--- src/rtl/core/eeg_pp_pkg.sv ---
package eeg_pp_pkg;

    // Packet geometry
    localparam int MAX_PAYLOAD  = 169;
    localparam int BAND_COUNT   = 8;
    localparam int BAND_ROW_LEN = 2 + 3 * BAND_COUNT;
    localparam int PAY_AW       = (MAX_PAYLOAD > 1) ? $clog2(MAX_PAYLOAD) : 1;
    localparam int BAND_AW      = (BAND_COUNT > 1) ? $clog2(BAND_COUNT) : 1;
    localparam int POS_W        = $clog2(MAX_PAYLOAD + BAND_ROW_LEN + 1);

    // Byte values and row codes
    localparam logic [7:0] SYNC_BYTE       = 8'd170;
    localparam logic [7:0] CODE_QUALITY    = 8'd2;
    localparam logic [7:0] CODE_ATTENTION  = 8'd4;
    localparam logic [7:0] CODE_MEDITATION = 8'd5;
    localparam logic [7:0] CODE_RAW        = 8'h80;
    localparam logic [7:0] CODE_BANDS      = 8'h83;
    localparam logic [7:0] QUALITY_DEFAULT = 8'd200;

    // Receive framing phases
    typedef enum logic [2:0] {
        PH_SYNC1,
        PH_SYNC2,
        PH_LEN,
        PH_DATA,
        PH_CHECK
    } phase_t;

    // Payload walk and result emission states
    typedef enum logic [3:0] {
        W_IDLE,
        W_CODE_RD,
        W_CODE,
        W_VAL,
        W_BREQ,
        W_BCAP,
        W_EREQ,
        W_EOUT
    } walk_state_t;

    // One result item
    typedef struct packed {
        logic [7:0]  signal_quality;
        logic [7:0]  attention_level;
        logic [7:0]  meditation_level;
        logic [2:0]  band_index;
        logic [23:0] band_power;
        logic        last;
    } result_t;

endpackage

--- src/rtl/core/eeg_headset_packet_parser_core.sv ---
// Serial packet parser for an EEG headset byte stream.
// Input channel (s_valid/s_ready/s_rx_byte) takes one received byte per
// transaction. The framer hunts for two sync bytes, takes a length byte,
// stores the payload in a 169-entry byte RAM while summing it, and checks
// the checksum byte. On a good checksum a walker steps through the payload
// rows out of that RAM and then emits eight result transactions on the
// output channel (m_valid/m_ready/m_*), one per band, m_last on the eighth.
// Bad or oversized packets emit nothing.
// Throughput: one byte per cycle while framing. After a good checksum byte
// s_ready stays low while the walker reads each row code, the value byte of
// a level row and each band byte of a band-power row, then reads each band
// power back and loads it into the output register, one result at a time.
// The walk is bound by the single read port of the payload RAM. The first
// result appears once the walk reaches the payload end; the last result
// can be waiting while the next packet's bytes are taken.
// Reset clears the framer to the sync hunt and marks all band powers zero.
// A stalled receiver holds the output register and pauses the emission.
module eeg_headset_packet_parser_core (
    input  logic        aclk,
    input  logic        aresetn,
    input  logic        s_valid,
    output logic        s_ready,
    input  logic [7:0]  s_rx_byte,
    output logic        m_valid,
    input  logic        m_ready,
    output logic [7:0]  m_signal_quality,
    output logic [7:0]  m_attention_level,
    output logic [7:0]  m_meditation_level,
    output logic [2:0]  m_band_index,
    output logic [23:0] m_band_power,
    output logic        m_last
);

    eeg_pp_pkg::phase_t phase_reg, phase_next;

    logic [7:0] len_reg, len_next;
    logic [7:0] count_reg, count_next;
    logic [7:0] sum_reg, sum_next;

    logic                          accept;
    logic                          walk_busy;
    logic                          walk_start;
    logic                          pay_wr_en;
    logic                          pay_rd_en;
    logic [eeg_pp_pkg::PAY_AW-1:0] pay_rd_addr;
    logic [7:0]                    pay_rd_data;
    logic [8:0]                    count_inc;
    eeg_pp_pkg::result_t           res;

    assign s_ready   = !walk_busy;
    assign accept    = s_valid && s_ready;
    assign count_inc = {1'b0, count_reg} + 9'd1;

    // Framing next state
    always_comb begin
        phase_next = phase_reg;
        if (accept) begin
            case (phase_reg)
                eeg_pp_pkg::PH_SYNC1: begin
                    if (s_rx_byte == eeg_pp_pkg::SYNC_BYTE) phase_next = eeg_pp_pkg::PH_SYNC2;
                end
                eeg_pp_pkg::PH_SYNC2: begin
                    phase_next = (s_rx_byte == eeg_pp_pkg::SYNC_BYTE) ?
                                 eeg_pp_pkg::PH_LEN : eeg_pp_pkg::PH_SYNC1;
                end
                eeg_pp_pkg::PH_LEN: begin
                    if (s_rx_byte > 8'(eeg_pp_pkg::MAX_PAYLOAD)) begin
                        phase_next = eeg_pp_pkg::PH_SYNC1;
                    end else if (s_rx_byte == 8'd0) begin
                        phase_next = eeg_pp_pkg::PH_CHECK;
                    end else begin
                        phase_next = eeg_pp_pkg::PH_DATA;
                    end
                end
                eeg_pp_pkg::PH_DATA: begin
                    if (count_inc >= {1'b0, len_reg}) phase_next = eeg_pp_pkg::PH_CHECK;
                end
                default: phase_next = eeg_pp_pkg::PH_SYNC1;
            endcase
        end
    end

    // Framing counters, payload write and walk launch
    always_comb begin
        len_next   = len_reg;
        count_next = count_reg;
        sum_next   = sum_reg;
        pay_wr_en  = 1'b0;
        walk_start = 1'b0;
        if (accept) begin
            case (phase_reg)
                eeg_pp_pkg::PH_LEN: begin
                    if (s_rx_byte <= 8'(eeg_pp_pkg::MAX_PAYLOAD)) begin
                        len_next   = s_rx_byte;
                        count_next = 8'd0;
                        sum_next   = 8'd0;
                    end
                end
                eeg_pp_pkg::PH_DATA: begin
                    pay_wr_en  = 1'b1;
                    sum_next   = sum_reg + s_rx_byte;
                    count_next = count_inc[7:0];
                end
                eeg_pp_pkg::PH_CHECK: begin
                    walk_start = s_rx_byte == ~sum_reg;
                end
                default: ;
            endcase
        end
    end

    always_ff @(posedge aclk) begin
        if (!aresetn) begin
            phase_reg <= eeg_pp_pkg::PH_SYNC1;
            len_reg   <= 8'd0;
            count_reg <= 8'd0;
            sum_reg   <= 8'd0;
        end else begin
            phase_reg <= phase_next;
            len_reg   <= len_next;
            count_reg <= count_next;
            sum_reg   <= sum_next;
        end
    end

    // Payload store
    eeg_pp_ram #(
        .WIDTH (8),
        .DEPTH (eeg_pp_pkg::MAX_PAYLOAD)
    ) u_payload_ram (
        .aclk    (aclk),
        .wr_en   (pay_wr_en),
        .wr_addr (count_reg[eeg_pp_pkg::PAY_AW-1:0]),
        .wr_data (s_rx_byte),
        .rd_en   (pay_rd_en),
        .rd_addr (pay_rd_addr),
        .rd_data (pay_rd_data)
    );

    // Row walk and result emission
    eeg_pp_walker u_walker (
        .aclk        (aclk),
        .aresetn     (aresetn),
        .start       (walk_start),
        .pkt_len     (len_reg),
        .busy        (walk_busy),
        .pay_rd_en   (pay_rd_en),
        .pay_rd_addr (pay_rd_addr),
        .pay_rd_data (pay_rd_data),
        .res         (res),
        .res_valid   (m_valid),
        .res_ready   (m_ready)
    );

    assign m_signal_quality   = res.signal_quality;
    assign m_attention_level  = res.attention_level;
    assign m_meditation_level = res.meditation_level;
    assign m_band_index       = res.band_index;
    assign m_band_power       = res.band_power;
    assign m_last             = res.last;

endmodule

--- src/rtl/core/eeg_pp_ram.sv ---
module eeg_pp_ram #(
    parameter int WIDTH = 8,
    parameter int DEPTH = 16
) (
    input  logic                                      aclk,
    input  logic                                      wr_en,
    input  logic [((DEPTH > 1) ? $clog2(DEPTH) : 1)-1:0] wr_addr,
    input  logic [WIDTH-1:0]                          wr_data,
    input  logic                                      rd_en,
    input  logic [((DEPTH > 1) ? $clog2(DEPTH) : 1)-1:0] rd_addr,
    output logic [WIDTH-1:0]                          rd_data
);

    logic [WIDTH-1:0] mem_reg [DEPTH];
    logic [WIDTH-1:0] rd_data_reg;

    // Write port
    always_ff @(posedge aclk) begin
        if (wr_en) begin
            mem_reg[wr_addr] <= wr_data;
        end
    end

    // Registered read port, holds when not enabled
    always_ff @(posedge aclk) begin
        if (rd_en) begin
            rd_data_reg <= mem_reg[rd_addr];
        end
    end

    assign rd_data = rd_data_reg;

endmodule

--- src/rtl/core/eeg_pp_walker.sv ---
module eeg_pp_walker (
    input  logic                           aclk,
    input  logic                           aresetn,
    input  logic                           start,
    input  logic [7:0]                     pkt_len,
    output logic                           busy,
    output logic                           pay_rd_en,
    output logic [eeg_pp_pkg::PAY_AW-1:0]  pay_rd_addr,
    input  logic [7:0]                     pay_rd_data,
    output eeg_pp_pkg::result_t            res,
    output logic                           res_valid,
    input  logic                           res_ready
);

    localparam int PW = eeg_pp_pkg::POS_W;
    localparam int BW = eeg_pp_pkg::BAND_AW;

    typedef logic [eeg_pp_pkg::PAY_AW-1:0] pay_addr_t;

    eeg_pp_pkg::walk_state_t state_reg, state_next;

    logic [PW-1:0]    pos_reg, pos_next;
    logic [7:0]       len_reg, len_next;
    logic [7:0]       code_reg, code_next;
    logic [PW-1:0]    bptr_reg, bptr_next;
    logic [1:0]       j_reg, j_next;
    logic [BW-1:0]    k_reg, k_next;
    logic [15:0]      acc_reg, acc_next;
    logic [7:0]       qual_reg, qual_next;
    logic [7:0]       attn_reg, attn_next;
    logic [7:0]       med_reg, med_next;
    logic [eeg_pp_pkg::BAND_COUNT-1:0] bvalid_reg, bvalid_next;
    eeg_pp_pkg::result_t res_reg, res_next;
    logic             res_valid_reg, res_valid_next;

    logic             band_wr_en;
    logic             band_rd_en;
    logic [23:0]      band_rd_data;
    logic [PW:0]      pos_ext;
    logic [PW:0]      len_ext;
    logic             pos_in_range;
    logic             fits_pair;
    logic             fits_bands;
    logic             k_last;
    logic             out_free;

    assign pos_ext      = {1'b0, pos_reg};
    assign len_ext      = (PW + 1)'(len_reg);
    assign pos_in_range = pos_ext < len_ext;
    assign fits_pair    = (pos_ext + (PW + 1)'(2)) <= len_ext;
    assign fits_bands   = (pos_ext + (PW + 1)'(eeg_pp_pkg::BAND_ROW_LEN)) <= len_ext;
    assign k_last       = k_reg == BW'(eeg_pp_pkg::BAND_COUNT - 1);
    assign out_free     = !res_valid_reg || res_ready;

    // Band power store
    eeg_pp_ram #(
        .WIDTH (24),
        .DEPTH (eeg_pp_pkg::BAND_COUNT)
    ) u_band_ram (
        .aclk    (aclk),
        .wr_en   (band_wr_en),
        .wr_addr (k_reg),
        .wr_data ({acc_reg, pay_rd_data}),
        .rd_en   (band_rd_en),
        .rd_addr (k_reg),
        .rd_data (band_rd_data)
    );

    // Next state
    always_comb begin
        state_next = state_reg;
        case (state_reg)
            eeg_pp_pkg::W_IDLE: begin
                if (start) state_next = eeg_pp_pkg::W_CODE_RD;
            end
            eeg_pp_pkg::W_CODE_RD: begin
                state_next = pos_in_range ? eeg_pp_pkg::W_CODE : eeg_pp_pkg::W_EREQ;
            end
            eeg_pp_pkg::W_CODE: begin
                state_next = eeg_pp_pkg::W_CODE_RD;
                case (pay_rd_data)
                    eeg_pp_pkg::CODE_QUALITY,
                    eeg_pp_pkg::CODE_ATTENTION,
                    eeg_pp_pkg::CODE_MEDITATION: begin
                        if (fits_pair) state_next = eeg_pp_pkg::W_VAL;
                    end
                    eeg_pp_pkg::CODE_BANDS: begin
                        if (fits_bands) state_next = eeg_pp_pkg::W_BREQ;
                    end
                    default: state_next = eeg_pp_pkg::W_CODE_RD;
                endcase
            end
            eeg_pp_pkg::W_VAL:  state_next = eeg_pp_pkg::W_CODE_RD;
            eeg_pp_pkg::W_BREQ: state_next = eeg_pp_pkg::W_BCAP;
            eeg_pp_pkg::W_BCAP: begin
                if (j_reg == 2'd2 && k_last) state_next = eeg_pp_pkg::W_CODE_RD;
                else                         state_next = eeg_pp_pkg::W_BREQ;
            end
            eeg_pp_pkg::W_EREQ: state_next = eeg_pp_pkg::W_EOUT;
            eeg_pp_pkg::W_EOUT: begin
                if (out_free) state_next = k_last ? eeg_pp_pkg::W_IDLE : eeg_pp_pkg::W_EREQ;
            end
            default: state_next = eeg_pp_pkg::W_IDLE;
        endcase
    end

    // Datapath and memory controls
    always_comb begin
        pos_next       = pos_reg;
        len_next       = len_reg;
        code_next      = code_reg;
        bptr_next      = bptr_reg;
        j_next         = j_reg;
        k_next         = k_reg;
        acc_next       = acc_reg;
        qual_next      = qual_reg;
        attn_next      = attn_reg;
        med_next       = med_reg;
        bvalid_next    = bvalid_reg;
        res_next       = res_reg;
        res_valid_next = res_valid_reg && !res_ready;
        pay_rd_en      = 1'b0;
        pay_rd_addr    = pos_reg[eeg_pp_pkg::PAY_AW-1:0];
        band_wr_en     = 1'b0;
        band_rd_en     = 1'b0;
        case (state_reg)
            eeg_pp_pkg::W_IDLE: begin
                // Load packet defaults
                if (start) begin
                    pos_next  = '0;
                    len_next  = pkt_len;
                    qual_next = eeg_pp_pkg::QUALITY_DEFAULT;
                    attn_next = 8'd0;
                    med_next  = 8'd0;
                end
            end
            eeg_pp_pkg::W_CODE_RD: begin
                // Fetch the row code, or start emission at payload end
                if (pos_in_range) begin
                    pay_rd_en = 1'b1;
                end else begin
                    k_next = '0;
                end
            end
            eeg_pp_pkg::W_CODE: begin
                code_next = pay_rd_data;
                case (pay_rd_data)
                    eeg_pp_pkg::CODE_QUALITY,
                    eeg_pp_pkg::CODE_ATTENTION,
                    eeg_pp_pkg::CODE_MEDITATION: begin
                        pay_rd_en   = fits_pair;
                        pay_rd_addr = pay_addr_t'(pos_reg + PW'(1));
                        pos_next    = pos_reg + PW'(2);
                    end
                    eeg_pp_pkg::CODE_RAW: begin
                        pos_next = pos_reg + PW'(4);
                    end
                    eeg_pp_pkg::CODE_BANDS: begin
                        bptr_next = pos_reg + PW'(2);
                        j_next    = 2'd0;
                        k_next    = '0;
                        pos_next  = pos_reg + PW'(eeg_pp_pkg::BAND_ROW_LEN);
                    end
                    default: pos_next = pos_reg + PW'(1);
                endcase
            end
            eeg_pp_pkg::W_VAL: begin
                // Take the single-byte value
                case (code_reg)
                    eeg_pp_pkg::CODE_QUALITY:   qual_next = pay_rd_data;
                    eeg_pp_pkg::CODE_ATTENTION: attn_next = pay_rd_data;
                    default:                    med_next  = pay_rd_data;
                endcase
            end
            eeg_pp_pkg::W_BREQ: begin
                pay_rd_en   = 1'b1;
                pay_rd_addr = bptr_reg[eeg_pp_pkg::PAY_AW-1:0];
            end
            eeg_pp_pkg::W_BCAP: begin
                // Shift in one big-endian byte, store on the third
                acc_next  = {acc_reg[7:0], pay_rd_data};
                bptr_next = bptr_reg + PW'(1);
                if (j_reg == 2'd2) begin
                    j_next             = 2'd0;
                    band_wr_en         = 1'b1;
                    bvalid_next[k_reg] = 1'b1;
                    if (!k_last) k_next = k_reg + BW'(1);
                end else begin
                    j_next = j_reg + 2'd1;
                end
            end
            eeg_pp_pkg::W_EREQ: begin
                band_rd_en = 1'b1;
            end
            eeg_pp_pkg::W_EOUT: begin
                // Load the output register when it frees up
                if (out_free) begin
                    res_next.signal_quality   = qual_reg;
                    res_next.attention_level  = attn_reg;
                    res_next.meditation_level = med_reg;
                    res_next.band_index       = 3'(k_reg);
                    res_next.band_power       = bvalid_reg[k_reg] ? band_rd_data : 24'd0;
                    res_next.last             = k_last;
                    res_valid_next            = 1'b1;
                    if (!k_last) k_next = k_reg + BW'(1);
                end
            end
            default: ;
        endcase
    end

    // Control registers
    always_ff @(posedge aclk) begin
        if (!aresetn) begin
            state_reg     <= eeg_pp_pkg::W_IDLE;
            bvalid_reg    <= '0;
            res_valid_reg <= 1'b0;
        end else begin
            state_reg     <= state_next;
            bvalid_reg    <= bvalid_next;
            res_valid_reg <= res_valid_next;
        end
    end

    // Payload registers
    always_ff @(posedge aclk) begin
        pos_reg  <= pos_next;
        len_reg  <= len_next;
        code_reg <= code_next;
        bptr_reg <= bptr_next;
        j_reg    <= j_next;
        k_reg    <= k_next;
        acc_reg  <= acc_next;
        qual_reg <= qual_next;
        attn_reg <= attn_next;
        med_reg  <= med_next;
        res_reg  <= res_next;
    end

    assign busy      = state_reg != eeg_pp_pkg::W_IDLE;
    assign res       = res_reg;
    assign res_valid = res_valid_reg;

endmodule

--- config.mk ---
export PLATFORM = sky130hd
export DESIGN_NAME = eeg_headset_packet_parser_core
export DESIGN_NICKNAME = d
export VERILOG_FILES = /design/src/rtl/core/eeg_pp_pkg.sv /design/src/rtl/core/eeg_headset_packet_parser_core.sv /design/src/rtl/core/eeg_pp_ram.sv /design/src/rtl/core/eeg_pp_walker.sv
export SDC_FILE = /design/constraint.sdc
export NUM_CORES = 2
export LEC_CHECK = 0
export ABC_CLOCK_PERIOD_IN_PS = 9700
export BUFFER_PORTS_ARGS = -buffer_cell sky130_fd_sc_hd__clkbuf_2
export CAP_MARGIN = 20
export CORE_UTILIZATION = 55
export CTS_CLUSTER_DIAMETER = 60
export DETAILED_ROUTE_END_ITERATION = 10
export PLACE_DENSITY_LB_ADDON = 0.12
export SYNTH_ARGS = -nofsm -noshare
export SYNTH_HDL_FRONTEND = slang
export SYNTH_SLANG_ARGS = --single-unit
--- constraint.sdc ---
create_clock -name aclk -period 9.7 [get_ports aclk]
set_input_delay 1.94 -clock aclk [delete_from_list [all_inputs] [get_ports aclk]]
set_output_delay 1.94 -clock aclk [all_outputs]
set_load 0.05 [all_outputs]
==> metrics.md <==
| Metric | Value |
|---|---|
| CTS clk-pin slew, worst paths | `0.06 ns` |
| P_leak | `26.6 nW` |
| CP Max Fanout | `106` |
| Mapped Cells | `5462` |
| 1st-pass router iterations | `6` |
| Reg2Reg Setup Slack | `3.12 ns` |
| # nets final | `5508` |
| Count leader, synth | `edfxtp_1` |
| I/O pin cnt | `66` |
| First-pass GRT wire length | `281000 um` |
| Routed WL per cell | `26.2 um` |
| Hold path startpoint | `u_walker.attn_reg[2]$_DFFE_PP_` |
| DRC | `0` |
| Worst Hold Class | `reg2reg` |
| Clk_skew | `0.0198 ns` |
| MaxCap Viol Count | `0` |
| Core Box Area | `127000 um^2` |
| Peak supply drop | `0.274 mV` |
| Critical R2R Capture | `u_payload_ram.rd_data[2]$_DFFE_PP_` |
| Worst path cell trace | `nor4_1 -> o211ai_1 -> inv_2 -> ha_1 -> nor3b_1 -> o21ai_0 -> and3_4 -> buf_12 -> and3_1 -> o32ai_1 -> a221o_1 -> o311ai_0 -> a31oi_1 -> or3_1` |
| Number of global-route vias before repair | `42600` |
| Initial DRC count | `6042` |
| Met3 Usage GRT | `5.76%` |
| Yosys top cell area share | `72.6%` |
| Pwr per Cell Area | `275 nW/um^2` |
| Worst path required time | `10.20 ns` |
| Register area share after synthesis | `73.7%` |
| Maximum clock path buffer count | `3` |
| Fin. max-slew vios | `0` |
| Gr usage total | `29.1%` |
| Dpl hpwl | `109000 um` |
| GP Congestion | `0.879` |
| Postcts setup bufs | `0` |
| Cell taking the most area after synthesis | `edfxtp_1` |
| Setup TNS Final | `0 ns` |
| Clock root cell | `clkbuf_16` |
| # clock sinks | `1744` |
| Fin crit share | `67.8%` |
| Slew headroom | `13.5%` |
| Met2 usage | `44.8%` |
| Avg Vias per Cell | `6.24` |
| Fill cell count | `9643` |
| Seq cells post-synth | `1744` |
| CTS H-tree depth | `4` |
| Via count | `45300` |
| Hold Path Sink | `u_walker.res[38]$_DFFE_PP_` |
| Die Ht | `360 um` |
| Starting density of the core | `55.4%` |
| Setup WS pre-CTS | `3.34 ns` |
| Mean Syn Cell Area | `12.9 um^2` |
| GRT met1 Usage | `41.5%` |
| Min setup slack post-route | `3.12 ns` |
| Crit-path slowest cell | `o311ai_0` |
| Area contributors post-synth | `edfxtp_1, nand2_1, nand3_1` |
| Die area | `130000 um^2` |
| Worst Reg-to-Reg Cells | `14` |
| Hold path cells | `0` |
| Largest net degree at the start of global routing | `160` |
| Die W | `360 um` |
| Largest register FFs | `1352` |
| Row count | `131` |
| Total Wirelength | `190000 um` |
| Syn Nets | `5522` |
| Post-synth EDFFs | `1705` |
| Initial antenna violation count | `5` |
| Netlist cell types | `77` |
| Critical Path AT | `7.08 ns` |
| CTS buffer count | `178` |
| Status | `finished clean` |
| Layout cell share with drive strength beyond 1 | `7.91%` |
| Crit path largest cell delay | `1.05 ns` |
| Final setup violating endpoints | `0` |
| Synth Cell Area | `70500 um^2` |
| Clock latency on the worst-skew pair | `0.80 ns` |
| R2R Path Start | `u_payload_ram.rd_data[3]$_DFFE_PP_` |
| Worst-margin pin slew | `1.28 ns` |
| Synth Warn # | `0` |
| Kind of critical path | `reg2reg` |
| CTS tree | `built` |
| Ys async rst share | `0%` |
| Total congestion overflow | `0` |
| Ys flop type | `edfxtp_1` |
| Antenna-violating nets left | `0` |
| Resized Gates After CTS | `0` |
| Critical path startpoint category | `register` |
| Syn-to-layout area delta | `10.8%` |
| CTS Hold Buffers Added | `0` |
| Gr busiest metal | `met2` |
| RSZ-0062 raised after global routing | `false` |
| Final Critical Period | `6.58 ns` |
| Hold Vio Cnt, Final | `0` |
| Critical Path Sink Type | `register` |
| IO Port Bufs | `65` |
| Synth cell count leaders | `edfxtp_1, nand2_1, nand3_1, nor2_1, clkbuf_1` |
| Max Freq | `0.152 GHz` |
[routing by layer]
layer	wire length (um)	vias to the layer above
met2	88200	2254
met1	77400	22500
met3	17900	355
li1	-	20100
met4	6280	0
met5	0	-
[metrics by stage]
step | power, mW | instances | instance area (um^2) | hold WS, ns | util [%]
2_1_floorplan | 12.6 | 5462 | 70500 | 0.400 | -
3_3_place_gp | 14.9 | 6927 | 72500 | 0.404 | 57.0
3_5_place_dp | 14.9 | 6930 | 72600 | 0.405 | 57.0
4_1_cts | 21.4 | 7251 | 78100 | 0.419 | 61.3
5_1_grt | 22.3 | 7251 | 78100 | 0.426 | 61.3
6_report | 21.5 | 7256 | 78100 | 0.418 | 61.3
[worst max-delay path by stage]
stage / from / endpoint
2_1_floorplan: m_ready / u_walker.res[0]$_DFFE_PP_
3_3_place_gp: u_payload_ram.rd_data[3]$_DFFE_PP_ / u_payload_ram.rd_data[7]$_DFFE_PP_
3_5_place_dp: u_payload_ram.rd_data[3]$_DFFE_PP_ / u_payload_ram.rd_data[2]$_DFFE_PP_
4_1_cts: u_payload_ram.rd_data[3]$_DFFE_PP_ / u_payload_ram.rd_data[2]$_DFFE_PP_
5_1_grt: u_payload_ram.rd_data[3]$_DFFE_PP_ / u_payload_ram.rd_data[7]$_DFFE_PP_
6_report: u_payload_ram.rd_data[3]$_DFFE_PP_ / u_payload_ram.rd_data[2]$_DFFE_PP_
[cells by family (layout without fill, tap and decap cells)]
logic type,after synthesis,count (layout),synth area share [%]
xor gates and xnor gates,32,32,0.397
other,0,5,0
muxes,56,56,0.802
AOI/OAI and AO/OA,581,581,5.82
and+or+nand+nor,2609,2609,16.2
buffers and inverters,392,519,2.22
adders and majority gates,48,48,0.862
DFF,1744,1744,73.7
[power breakdown]
group	internal (mW)	switching (mW)
Sequential	8.44	0.138
Clock	3.81	2.79
Combinational	1.72	4.57
Total	14.0	7.50
[placed cells by master, fill, tap and decap left out, types with 14 or more instances in the layout]
| cell type | n |
|---|---|
| o311ai_0 | 18 |
| or3_1 | 14 |
| o21ai_0 | 44 |
| xnor2_1 | 19 |
| and3_1 | 131 |
| a22oi_1 | 109 |
| mux2i_1 | 52 |
| nand4_1 | 49 |
| bufinv_16 | 14 |
| nand3_1 | 644 |
| o211ai_1 | 33 |
| clkbuf_16 | 182 |
| a31oi_1 | 61 |
| a21oi_1 | 123 |
| clkbuf_1 | 56 |
| clkinv_1 | 30 |
| nand2_1 | 1367 |
| clkinv_2 | 27 |
| nor2b_1 | 39 |
| buf_4 | 74 |
| inv_1 | 44 |
| nor2_1 | 270 |
| a211oi_1 | 31 |
| clkbuf_2 | 57 |
| nor3_1 | 21 |
| dfxtp_1 | 39 |
| edfxtp_1 | 1705 |
| a311oi_1 | 32 |
| a21o_1 | 21 |
| ha_1 | 47 |
[final cells by class]
type	count	area, um^2	share of cell area (%)
Sequential cell	1744	52000	66.5
Multi-Input combinational cell	3326	17200	22.0
Clock buffer	238	4760	6.10
Tap cell	1662	2080	2.66
Timing Repair Buffer	153	1170	1.49
Clock inverter	83	793	1.02
Inverter	45	169	0.216
Antenna cell	5	12.5	0.0160
[critical path: cells and delay by family (launching register included)]
family | cells | cell delay [ns]
simple gates | 5 | 2.20
buf+inv | 2 | 0.68
fa+ha+maj | 1 | 0.15
flops | 1 | 0.60
compound gates | 6 | 2.44
No activity file was read; power rests on OpenSTA's default activity.
